==> src/hdl/detection_ground_truth_matcher_core_assert.svh <==
// Assertion macros for the detection to ground-truth matcher
`ifndef DETECTION_GROUND_TRUTH_MATCHER_CORE_ASSERT_SVH
`define DETECTION_GROUND_TRUTH_MATCHER_CORE_ASSERT_SVH
`ifndef SYNTH
`define DGTM_ASSERT_IMP(label, clk, rst_n, ante, cons) \
	label: assert property (@(posedge clk) disable iff (!rst_n) (ante) |-> (cons)) \
		else $error("assertion failed");
`define DGTM_ASSERT_NEXT(label, clk, rst_n, ante, cons) \
	label: assert property (@(posedge clk) disable iff (!rst_n) (ante) |=> (cons)) \
		else $error("assertion failed");
`else
`define DGTM_ASSERT_IMP(label, clk, rst_n, ante, cons)
`define DGTM_ASSERT_NEXT(label, clk, rst_n, ante, cons)
`endif
`endif

==> src/hdl/dgtm_pkg.sv <==
// Package: types, constants and opcodes of the detection to ground-truth matcher
`default_nettype none
package dgtm_pkg;
	localparam int MAX_TRUTHS_DEF = 32;
	localparam int COORD_BITS_DEF = 12;
	localparam logic [16:0] IOU_ONE = 17'd65536;

	typedef enum logic [1:0] {
		OP_START  = 2'd0,
		OP_LOAD   = 2'd1,
		OP_DETECT = 2'd2,
		OP_NONE   = 2'd3
	} op_t;

	typedef struct packed {
		logic [1:0]                operation;
		logic [COORD_BITS_DEF-1:0] box_x;
		logic [COORD_BITS_DEF-1:0] box_y;
		logic [COORD_BITS_DEF-1:0] box_w;
		logic [COORD_BITS_DEF-1:0] box_h;
		logic [7:0]                object_class;
		logic [15:0]               score;
	} in_item_t;

	typedef struct packed {
		logic [15:0] pred_index;
		logic [16:0] match_iou;
		logic        gt_found;
		logic [4:0]  truth_idx;
		logic [7:0]  pred_class;
		logic [15:0] pred_score;
		logic        primary;
		logic        demoted_valid;
		logic [15:0] demoted_index;
	} out_item_t;

	// divider request / response
	typedef struct packed {
		logic        start;
		logic [63:0] num;
		logic [47:0] den;
	} div_req_t;

	typedef struct packed {
		logic        done;
		logic [16:0] quo;
	} div_rsp_t;
endpackage
`default_nettype wire

==> src/hdl/dgtm_div.sv <==
// Restoring divider: 17-bit quotient of num/den, one bit per cycle
`default_nettype none
module dgtm_div (
	input  wire logic              clk,
	input  wire logic              arst_n,
	input  wire dgtm_pkg::div_req_t req,
	output dgtm_pkg::div_rsp_t     rsp
);
	import dgtm_pkg::*;

	localparam int QB = 17;

	logic [63:0] rem_q;
	logic [47:0] den_q;
	logic [QB-1:0] quo_q;
	logic [4:0] cnt_q;
	logic busy_q, done_q;
	logic [64:0] trial;

	// quotient is known below 2^17 since num < den * 2^17 is guaranteed by caller
	assign trial = {1'b0, rem_q} - ({17'd0, den_q} << (cnt_q - 5'd1));

	always_ff @(posedge clk or negedge arst_n) begin
		if (!arst_n) begin
			busy_q <= 1'b0;
			done_q <= 1'b0;
			cnt_q  <= '0;
		end else begin
			done_q <= 1'b0;
			if (req.start) begin
				busy_q <= 1'b1;
				cnt_q  <= 5'(QB);
			end else if (busy_q) begin
				cnt_q <= cnt_q - 5'd1;
				if (cnt_q == 5'd1) begin
					busy_q <= 1'b0;
					done_q <= 1'b1;
				end
			end
		end
	end

	always_ff @(posedge clk) begin
		if (req.start) begin
			rem_q <= req.num;
			den_q <= req.den;
			quo_q <= '0;
		end else if (busy_q) begin
			if (!trial[64]) begin
				rem_q <= trial[63:0];
				quo_q <= {quo_q[QB-2:0], 1'b1};
			end else begin
				quo_q <= {quo_q[QB-2:0], 1'b0};
			end
		end
	end

	assign rsp.done = done_q;
	assign rsp.quo  = quo_q;
endmodule
`default_nettype wire

==> config.mk <==
export PLATFORM = sky130hd
export DESIGN_NAME = dgtm_div
export DESIGN_NICKNAME = d
export VERILOG_FILES = /design/src/hdl/detection_ground_truth_matcher_core_assert.svh /design/src/hdl/dgtm_pkg.sv /design/src/hdl/dgtm_div.sv
export SDC_FILE = /design/constraint.sdc
export NUM_CORES = 1
export LEC_CHECK = 0
export BUFFER_PORTS_ARGS = -buffer_cell sky130_fd_sc_hd__buf_2
export CAP_MARGIN = 30
export CORE_MARGIN = 2
export CORE_UTILIZATION = 50
export CTS_BUF_LIST = sky130_fd_sc_hd__clkbuf_4
export CTS_CLUSTER_SIZE = 25
export DETAILED_ROUTE_END_ITERATION = 12
export HOLD_SLACK_MARGIN = 0.02
export MAX_ROUTING_LAYER = met4
export PLACE_DENSITY = 0.71
export SETUP_SLACK_MARGIN = 0.02
export SLEW_MARGIN = 20
export SYNTH_ARGS = -nofsm -noshare
export SYNTH_HDL_FRONTEND = slang
export SYNTH_SLANG_ARGS = --single-unit
==> constraint.sdc <==
create_clock -name clk -period 10.5 [get_ports clk]
set_input_delay 0.525 -clock clk [delete_from_list [all_inputs] [get_ports clk]]
set_output_delay 0.525 -clock clk [all_outputs]
set_load 0.01 [all_outputs]
**Word-level counts from Yosys, hierarchy flattened**

Index checks and enable logic that the tools add are counted.

- Flip-flop bits (word level): 136
- Input bits: 115
- Output and inout port bits: 18
- Logic and storage cells: 25

- Add/subtract/negate cells: 2
- Equal/unequal tests: 2
- Shifts and indexed selects: 1
- Muxes and demuxes: 12
- Reductions and logical operators: 2

Operator list:

| cell | count |
|---|---|
| 2-to-1 mux 64 bit | 3 |
| left shift 48 x 5 -> 65 bit | 1 |
| subtractor 64 x 65 -> 65 bit | 1 |
| 2-to-1 mux 5 bit | 2 |
| 2-to-1 mux 1 bit | 7 |
| == test 5 x 1 -> 1 bit (second input constant) | 1 |
| subtractor 5 x 1 -> 5 bit (second input constant) | 1 |
| != test 2 bit (second input constant) | 1 |
| AND reduction 2 bit | 1 |
| nonzero test 2 bit | 1 |

**Logic depth before layout (Yosys ltp)**

Gate-level depths: netlist of run 1.

- Word-level depth: 6
- Mapped depth: 28
- Gate-level depth less buffers: 21

**Least setup slack after synthesis of run 1**

No wires, ideal clock.

- Path type: register to register
- Start: reg cnt_q[0]
- End: reg rem_q[0] (enable)
- Data arrival time: 7.180 ns
- Data required time: 9.651 ns
- Path slack: 2.471 ns
- Cell stages (with the launch flop): 28
- Path buffers: 8
- Period minus slack after synthesis: 8.029 ns
- Cells stage by stage: dfrtp_1 > buf_2 > buf_2 > buf_2 > inv_1 > buf_1 > ha_1 > clkbuf_1 > clkbuf_1 > clkbuf_1 > mux4_2 > nand2_1 > o21ai_0 > nor2_1 > a21oi_1 > a22oi_1 > ha_1 > buf_2 > nand2_1 > nor3_2 > a221oi_1 > o21a_2 > a31oi_4 > a41oi_2 > or4_1 > nand3_2 > mux2i_1 > nand3_1

- Cells in the longest elaborated chain, start to end: 5

Ends and longest elaborated chain:

| item | line | source |
|---|---|---|
| start: declaration | dgtm_div.sv:16 | `logic [4:0] cnt_q;` |
| start signal: assignment | dgtm_div.sv:32 | `cnt_q <= 5'(QB);` |
| start signal: assignment | dgtm_div.sv:34 | `cnt_q <= cnt_q - 5'd1;` |
| subtractor 5 x 1 -> 5 bit | dgtm_div.sv:21 | `assign trial = {1'b0, rem_q} - ({17'd0, den_q} << (cnt_q - 5'd1));` |
| left shift 48 x 5 -> 65 bit | dgtm_div.sv:21 |  |
| subtractor 64 x 65 -> 65 bit | dgtm_div.sv:21 |  |
| != test 2 bit (no source line) | - |  |
| AND reduction 2 bit (no source line) | - |  |
| end signal: assignment | dgtm_div.sv:45 | `rem_q <= req.num;` |
| end signal: assignment | dgtm_div.sv:50 | `rem_q <= trial[63:0];` |
| end: declaration | dgtm_div.sv:13 | `logic [63:0] rem_q;` |

Every way passes these cells.
A chain may end at the register's enable or synchronous reset.

**Final worst setup path of run 1**

- Start: reg cnt_q[0]
- End: reg rem_q[19] (enable)

Same word-level chain as after synthesis.

==> results of run 1 <==
synth_stat cells (5+ instances only):
cell,n,share of area
o21ai_1,10,0.0043
ha_1,66,0.070
o31ai_1,7,0.0045
nor2b_1,6,0.0032
mux2i_1,63,0.054
nor2_1,109,0.035
dfxtp_1,17,0.029
a22oi_1,10,0.0064
a21o_1,42,0.027
clkbuf_1,58,0.019
edfxtp_1,112,0.29
nand4_1,22,0.012
and3_1,7,0.0037
o21ai_0,103,0.044
a211oi_1,10,0.0064
mux2_2,11,0.011
nand2b_1,5,0.0027
nand3_1,19,0.0081
o21bai_1,17,0.011
clkbuf_8,6,0.0070
buf_2,17,0.0072
inv_1,26,0.0083
xnor2_1,39,0.029
or3_1,5,0.0027
and2_1,6,0.0032
xor2_1,24,0.018
o211ai_1,5,0.0032
dfrtp_1,7,0.015
mux4_2,33,0.063
a31oi_1,18,0.0096
a21oi_1,122,0.052
o21a_1,11,0.0070
nand2_1,213,0.068
nor3_1,15,0.0064
per-layer routing:
metal  share of wire  vias to the layer above
li1                -                     5050
met1            0.47                     4765
met2            0.43                      433
met3           0.075                       47
met4           0.024                        0
met5               0                        -
layout by cell type (no fill, tap or decap), types with 22 or more instances in the layout:
cell / count
a21o_1: 42
a21oi_1: 122
buf_2: 131
edfxtp_1: 112
ha_1: 65
inv_1: 26
mux2i_1: 63
mux4_2: 33
nand2_1: 213
nand4_1: 22
nor2_1: 109
o21ai_0: 103
xnor2_1: 36
worst max-delay path, delay by kind of cell, from the launching register on:
kind                     cells  cell delay (ps)
AO/OA/AOI/OAI                7             1440
flip-flops                   1              370
adder cells (fa/ha/maj)      2              810
AND/OR/NAND/NOR              7             1640
buffers and inverters        5             2140
XOR/XNOR                     1              710
multiplexers                 1              260
cell type report:
cell class              instances  area, µm²
diodes                          1       2.50
clock buffers                  17        128
clock inverters                15        171
inverters                      26       97.6
repair buffers                145        787
flip-flops and latches        136       3880
well taps                     319        399
multi-input cells            1072       7400
fillers                      2185      10400
flip-flops by register name, summed over array words and instances, names as in the netlist:
register,cells
busy_q,1
cnt_q,5
den_q,48
done_q,1
quo_q,17
rem_q,64
cells by family after synthesis:
kind of cell | after synthesis | synth area share
adders and majority gates | 67 | 0.0720
muxes | 107 | 0.128
AOI/OAI and AO/OA | 402 | 0.213
xor gates and xnor gates | 63 | 0.0470
DFF | 136 | 0.330
buffers and inverters | 116 | 0.0463
and+or+nand+nor | 433 | 0.164
worst min-delay path by stage:
| stage | start | endpoint | slack [ps] | cells past startpoint |
|---|---|---|---|---|
| after floorplan | arst_n | busy_q | 230 | 0 |
| after global placement | arst_n | busy_q | 370 | 1 |
| after detailed placement | arst_n | done_q | 360 | 1 |
| after CTS | req[47] | den_q[47] | 70 | 1 |
| after global routing | req[47] | den_q[47] | 50 | 1 |
| final | req[4] | den_q[4] | 90 | 1 |
per-stage QoR:
| step | hold WS [ps] | utilization | setup slack (ps) | instances |
|---|---|---|---|---|
| 5_1_grt | 47.8 | 0.553 | 2160 | 1731 |
| 4_1_cts | 69.3 | 0.552 | 2500 | 1730 |
| 3_5_place_dp | 365 | 0.539 | 2550 | 1697 |
| 3_3_place_gp | 366 | 0.538 | 2360 | 1696 |
| 2_1_floorplan | 229 | - | 2470 | 1324 |
| 6_report | 88.6 | 0.553 | 2800 | 1731 |
==> qor.yml, run 1 <==
regToRegEndpoint: "rem_q[19]"
crit_path_end: "rem_q[19]"
synthFlopType: "edfxtp_1"
yosysWarnings: 0
finalMaxSlewViolations: 0
reg2regPathDepth: 23
critPathKind: "flop to flop"
fmax_ghz: 0.130
cap_violations: 0
die_w_um: 157
seq_area_frac_synth: 0.330
cts_setup_buffers: 0
crit_top_cell: "buf_4"
tns_ps: 0
grtUsageMet2: 0.388
grt_pass1_vias: 9499
critPathMaxFanout: 53
regToRegSetupSlack_ps: 2800
wire_per_inst_um: 18.4
nets: 1580
synth_cell_types: 88
ys_seq_elements: 136
worstMarginPinSlew_ps: 873
root_buffer: "clkbuf_4"
grt_first_pass_wirelength_um: 50500
setup_viol: 0
fin_skew_ps: 43.1
drc: 0
drive_gt1_frac: 0.187
grt_start_max_net_pins: 83
first_pass_iters: 6
slowest_delay_ps: 710
wl_um: 31900
numCtsBuffers: 17
syn_area_mm2: 0.0117
insertion_delay_ps: 600
core_area_mm2: 0.0233
cts_tree: "built"
cts_buffer_depth: 2
cts_resized: 0
pin_count: 133
dp_hpwl_um: 24500
slowest_stage: "xor2_4"
crit_start: "cnt_q[0]"
design_area_mm2: 0.0129
die-area_mm2: 0.0247
rsz0062_at_grt: "false"
rows: 56
min_period_ps: 7700
hold_viol: 0
start_kind: "flop"
antenna_found_initial: 1
finalCritPeriodShare: 0.733
gp_congestion: 0.974
synthCells: 1324
worstPathRequired_ps: 10790
slew_headroom: 0.417
ant_nets: 0
grt_usage: 0.268
cts_hold_buf: 1
initial_utilization: 0.505
grt.busiest_layer: "met2"
area_growth_pct: 9.50
numClockSinks: 136
placed_cell_area_mm2: 0.0125
syn_nets: 1506
endpoint_kind: "flop"
die_h_um: 157
gr-usage-met3: 0.0410
h-tree-depth: 4
path_cells: "buf_4, inv_1, ha_4, xor2_4, buf_4, nand2_1, o21ai_0, nor2_1, a21oi_1, a22oi_1, ha_1, nand4_1, nor3_2, a221oi_1, o21a_2, a31oi_4, a41oi_2, or4_1, nand3_2, mux2i_1, nand3_2, buf_16, buf_4"
hp-class: "input port to flop"
portBuffers: 132
syn_area_per_cell_um2: 8.87
synth_edf_count: 112
outcome: "finished, final reports clean"
vias: 10295
via_per_inst: 5.95
met1_usage: 0.387
drt_iter0_drc: 807
synthArstFlopShare: 0.0515
r2r_start: "cnt_q[0]"
clk_pin_slew_ps: 170
grt-ovfl-total: 0
critPathArrivalTime_ps: 7980
Power of run 1 is not shown: default switching activity piles up to over one toggle a cycle in this logic, so the estimate is an artifact.
==> run 2: changes to the inputs <==
Settings changed: ABC_AREA set to 1, PLACE_DENSITY 0.71 to 0.73.
Clock period 10.5 ns to 6.4 ns, I/O delays scaled along.
==> run 2 against run 1 <==
Compared with the run above:
- final cell count up 50%
- sequential share of layout area down 4.6 points
- global-route usage is 7.1 points higher
- critical path type unchanged
==> qor.yml, run 2 <==
outcome: "finished, final reports clean"  # unchanged
setup_ws_ps: 982  # was 2800 ps
yosysWarnings: 0  # unchanged
slew_headroom: 0.460  # was 0.417
whs_path_depth: 3  # was 1
final_common_cell: "nand2_1"  # unchanged
h-tree-depth: 4  # unchanged
critPathArrivalTime_ps: 5690  # was 7980 ps
largest_register_ff_count: 64  # unchanged
finalCritPeriodShare: 0.847  # was 0.733
synthArstFlopShare: 0.0515  # unchanged
synth_top_family_by_area: "simple AND/OR/NAND/NOR gates"  # was compound AO/OA/AOI/OAI gates
synth_xor_area_frac: 0.0174  # was 0.0470
via_per_inst: 5.34  # was 5.95
cap_violations: 0  # unchanged
synth_cell_types: 46  # was 88
die-area_mm2: 0.0275  # was 0.0247 mm²
first_pass_iters: 6  # unchanged
min_period_ps: 5420  # was 7700 ps
synth_edf_count: 112  # unchanged
fmax_ghz: 0.185  # was 0.130 GHz
yosys.cell_count.top_type: "nand2_1"  # unchanged
layout_common_cells: "nand2_1 (807), inv_1 (284), nor2_1 (135)"  # was nand2_1 (213), buf_2 (131), a21oi_1 (122)
synth_commonest_cells: "nand2_1 (808), inv_1 (284), nor2_1 (135), edfxtp_1 (112)"  # was nand2_1 (213), a21oi_1 (122), edfxtp_1 (112), nor2_1 (109), o21ai_0 (103)
tns_ps: 0  # unchanged
dp_worst_setup_slack_ps: 1180  # was 2550 ps
grt_pass1_vias: 12886  # was 9499
portBuffers: 132  # unchanged
gp_congestion: 1.02  # was 0.974
grt_first_pass_wirelength_um: 70600  # was 50500 µm
regMostFlops: "rem_q"  # unchanged
met1_usage: 0.436  # was 0.387
drive_gt1_frac: 0.0896  # was 0.187
grt_usage: 0.339  # was 0.268
fin_skew_ps: 34.4  # was 43.1 ps
die_w_um: 166  # was 157 µm
finalMaxSlewViolations: 0  # unchanged
numCtsBuffers: 17  # unchanged
synthFlopType: "edfxtp_1"  # unchanged
area_growth_pct: 15.9  # was 9.50%
initial_utilization: 0.506  # was 0.505
hold_viol: 0  # unchanged
rsz0062_at_grt: "false"  # unchanged
syn_area_mm2: 0.0131  # was 0.0117 mm²
core_area_mm2: 0.0258  # was 0.0233 mm²
start_kind: "flop"  # unchanged
critPathKind: "flop to flop"  # unchanged
cts_resized: 0  # unchanged
ant_nets: 0  # unchanged
cts_buffer_depth: 2  # unchanged
worstPathRequired_ps: 6670  # was 10790 ps
hp-class: "input port to flop"  # unchanged
yosysTopAreaCell: "edfxtp_1"  # unchanged
pin_count: 133  # unchanged
antenna_found_initial: 1  # unchanged
worstMarginPinSlew_ps: 811  # was 873 ps
seq_area_frac_synth: 0.297  # was 0.330
cts_tree: "built"  # unchanged
die_h_um: 166  # was 157 µm
ys_seq_elements: 136  # unchanged
synth_simple_gate_area_frac: 0.339  # was 0.164
wl_um: 46700  # was 31900 µm
rows: 59  # was 56
grt_start_max_net_pins: 88  # was 83
syn_nets: 2240  # was 1506
wire_per_inst_um: 18.0  # was 18.4 µm
synthCells: 2058  # was 1324
grt-ovfl-total: 0  # unchanged
reg2regPathDepth: 25  # was 23
fillerInstances: 2622  # was 2185
drc: 0  # unchanged
synthAdderAreaFrac: 0.0647  # was 0.0720
root_buffer: "clkbuf_4"  # unchanged
endpoint_kind: "flop"  # unchanged
synth-compound-area-share: 0.136  # was 0.213
critPathMaxFanout: 64  # was 53
synth_area_leaders: "edfxtp_1 (26%), nand2_1 (23%), inv_1 (8.1%)"  # was edfxtp_1 (29%), ha_1 (7.0%), nand2_1 (6.8%)
gr-usage-met3: 0.0343  # was 0.0410
drt_iter0_drc: 1183  # was 807
setup_viol: 0  # unchanged
grt.busiest_layer: "met2"  # unchanged
reg_top3: "rem_q (64), den_q (48), quo_q (17)"  # unchanged
clk_pin_slew_ps: 180  # was 170 ps
syn_area_per_cell_um2: 6.36  # was 8.87 µm²
insertion_delay_ps: 620  # was 600 ps
fin_util: 0.587  # was 0.553
vias: 13880  # was 10295
synthMuxAreaShare: 0.0329  # was 0.128
nets: 2434  # was 1580
cts_setup_buffers: 0  # unchanged
dp_hpwl_um: 36900  # was 24500 µm
grtUsageMet2: 0.562  # was 0.388
synth_top_area_frac: 0.257  # was 0.286
numClockSinks: 136  # unchanged
-- run 2: cell types whose count changed after synthesis, moves of 20 or more --
cell | previous run | this run
nand2_1 | 213 | 808
inv_1 | 26 | 284
o21ai_1 | 10 | 93
nand3_1 | 19 | 92
a21o_1 | 42 | 2
a21oi_1 | 122 | 87
mux4_2 | 33 | 0
clkbuf_1 | 58 | 28
nor2_1 | 109 | 135
xor2_1 | 24 | 0
mux2i_1 | 63 | 43
-- run 2: final timing paths --
check	slack, ps	from	to
setup / recovery	980	cnt_q[0]	rem_q[34]
hold / removal	20	req[67]	rem_q[19]
setup reg to reg	980	cnt_q[0]	rem_q[34]
hold reg to reg	480	quo_q[2]	quo_q[3]
max in group asynchronous	6190	arst_n	done_q
min in group asynchronous	30	arst_n	cnt_q[0]
-- run 2: repair_timing --
item / 4_1_cts / 5_1_grt
setup endpoints to repair: 0 / 0
endpoints found under the hold margin: 106 / 0
hold buffers: 100 / 0
-- run 2: metal layers --
metal	part of all wire	vias to the layer above
li1	-	7002
met1	0.44	6250
met2	0.47	547
met3	0.056	81
met4	0.033	0
met5	0	-
-- run 2: critical path, stage by stage (launching register included) --
cell and delay (ps):
dfrtp_2 430, inv_4 90, ha_1 250, or2_1 250, nand2_4 450, inv_2 440
o21ai_0 570, nand2_1 90, o21ai_1 210, nand2_1 170, ha_1 410, nand2_1 130
nor2_1 160, inv_1 90, nor2_1 90, nand2_1 70, nand2_2 130, nand2_1 80
nand2_2 100, nand2_1 70, nand2_1 60, nand2_1 40, nand2_1 70, nand2_1 70
nand2_2 80, buf_12 350
-- run 2: through the flow --
| step | instance area [µm²] | instances | hold slack, ps |
|---|---|---|---|
| 2_1_floorplan | 13100 | 2058 | 24.4 |
| 3_3_place_gp | 13900 | 2468 | 159 |
| 3_5_place_dp | 13900 | 2468 | 167 |
| 4_1_cts | 15200 | 2600 | 22.7 |
| 5_1_grt | 15200 | 2601 | 31.7 |
| 6_report | 15200 | 2601 | 18.2 |
-- run 2: area by class of cell --
type,count,area (µm²),area share
clock buffers,17,128,0.00842
diodes,1,2.50,0.000165
multi-input cells,1563,7710,0.509
inverters,293,1100,0.0727
clock inverters,15,169,0.0111
repair buffers,241,1740,0.115
flip-flops and latches,136,3880,0.256
well taps,335,419,0.0277
-- run 2: logic make-up (layout without fill, tap and decap cells) --
kind of cell	count (synthesis)	count (layout)
xor+xnor	23	23
compound gates	330	330
fa+ha+maj	67	67
other cells	0	1
buf+inv	359	566
flops	136	136
simple gates	1100	1100
mux	43	43
Power of run 2 is left out for the same reason.
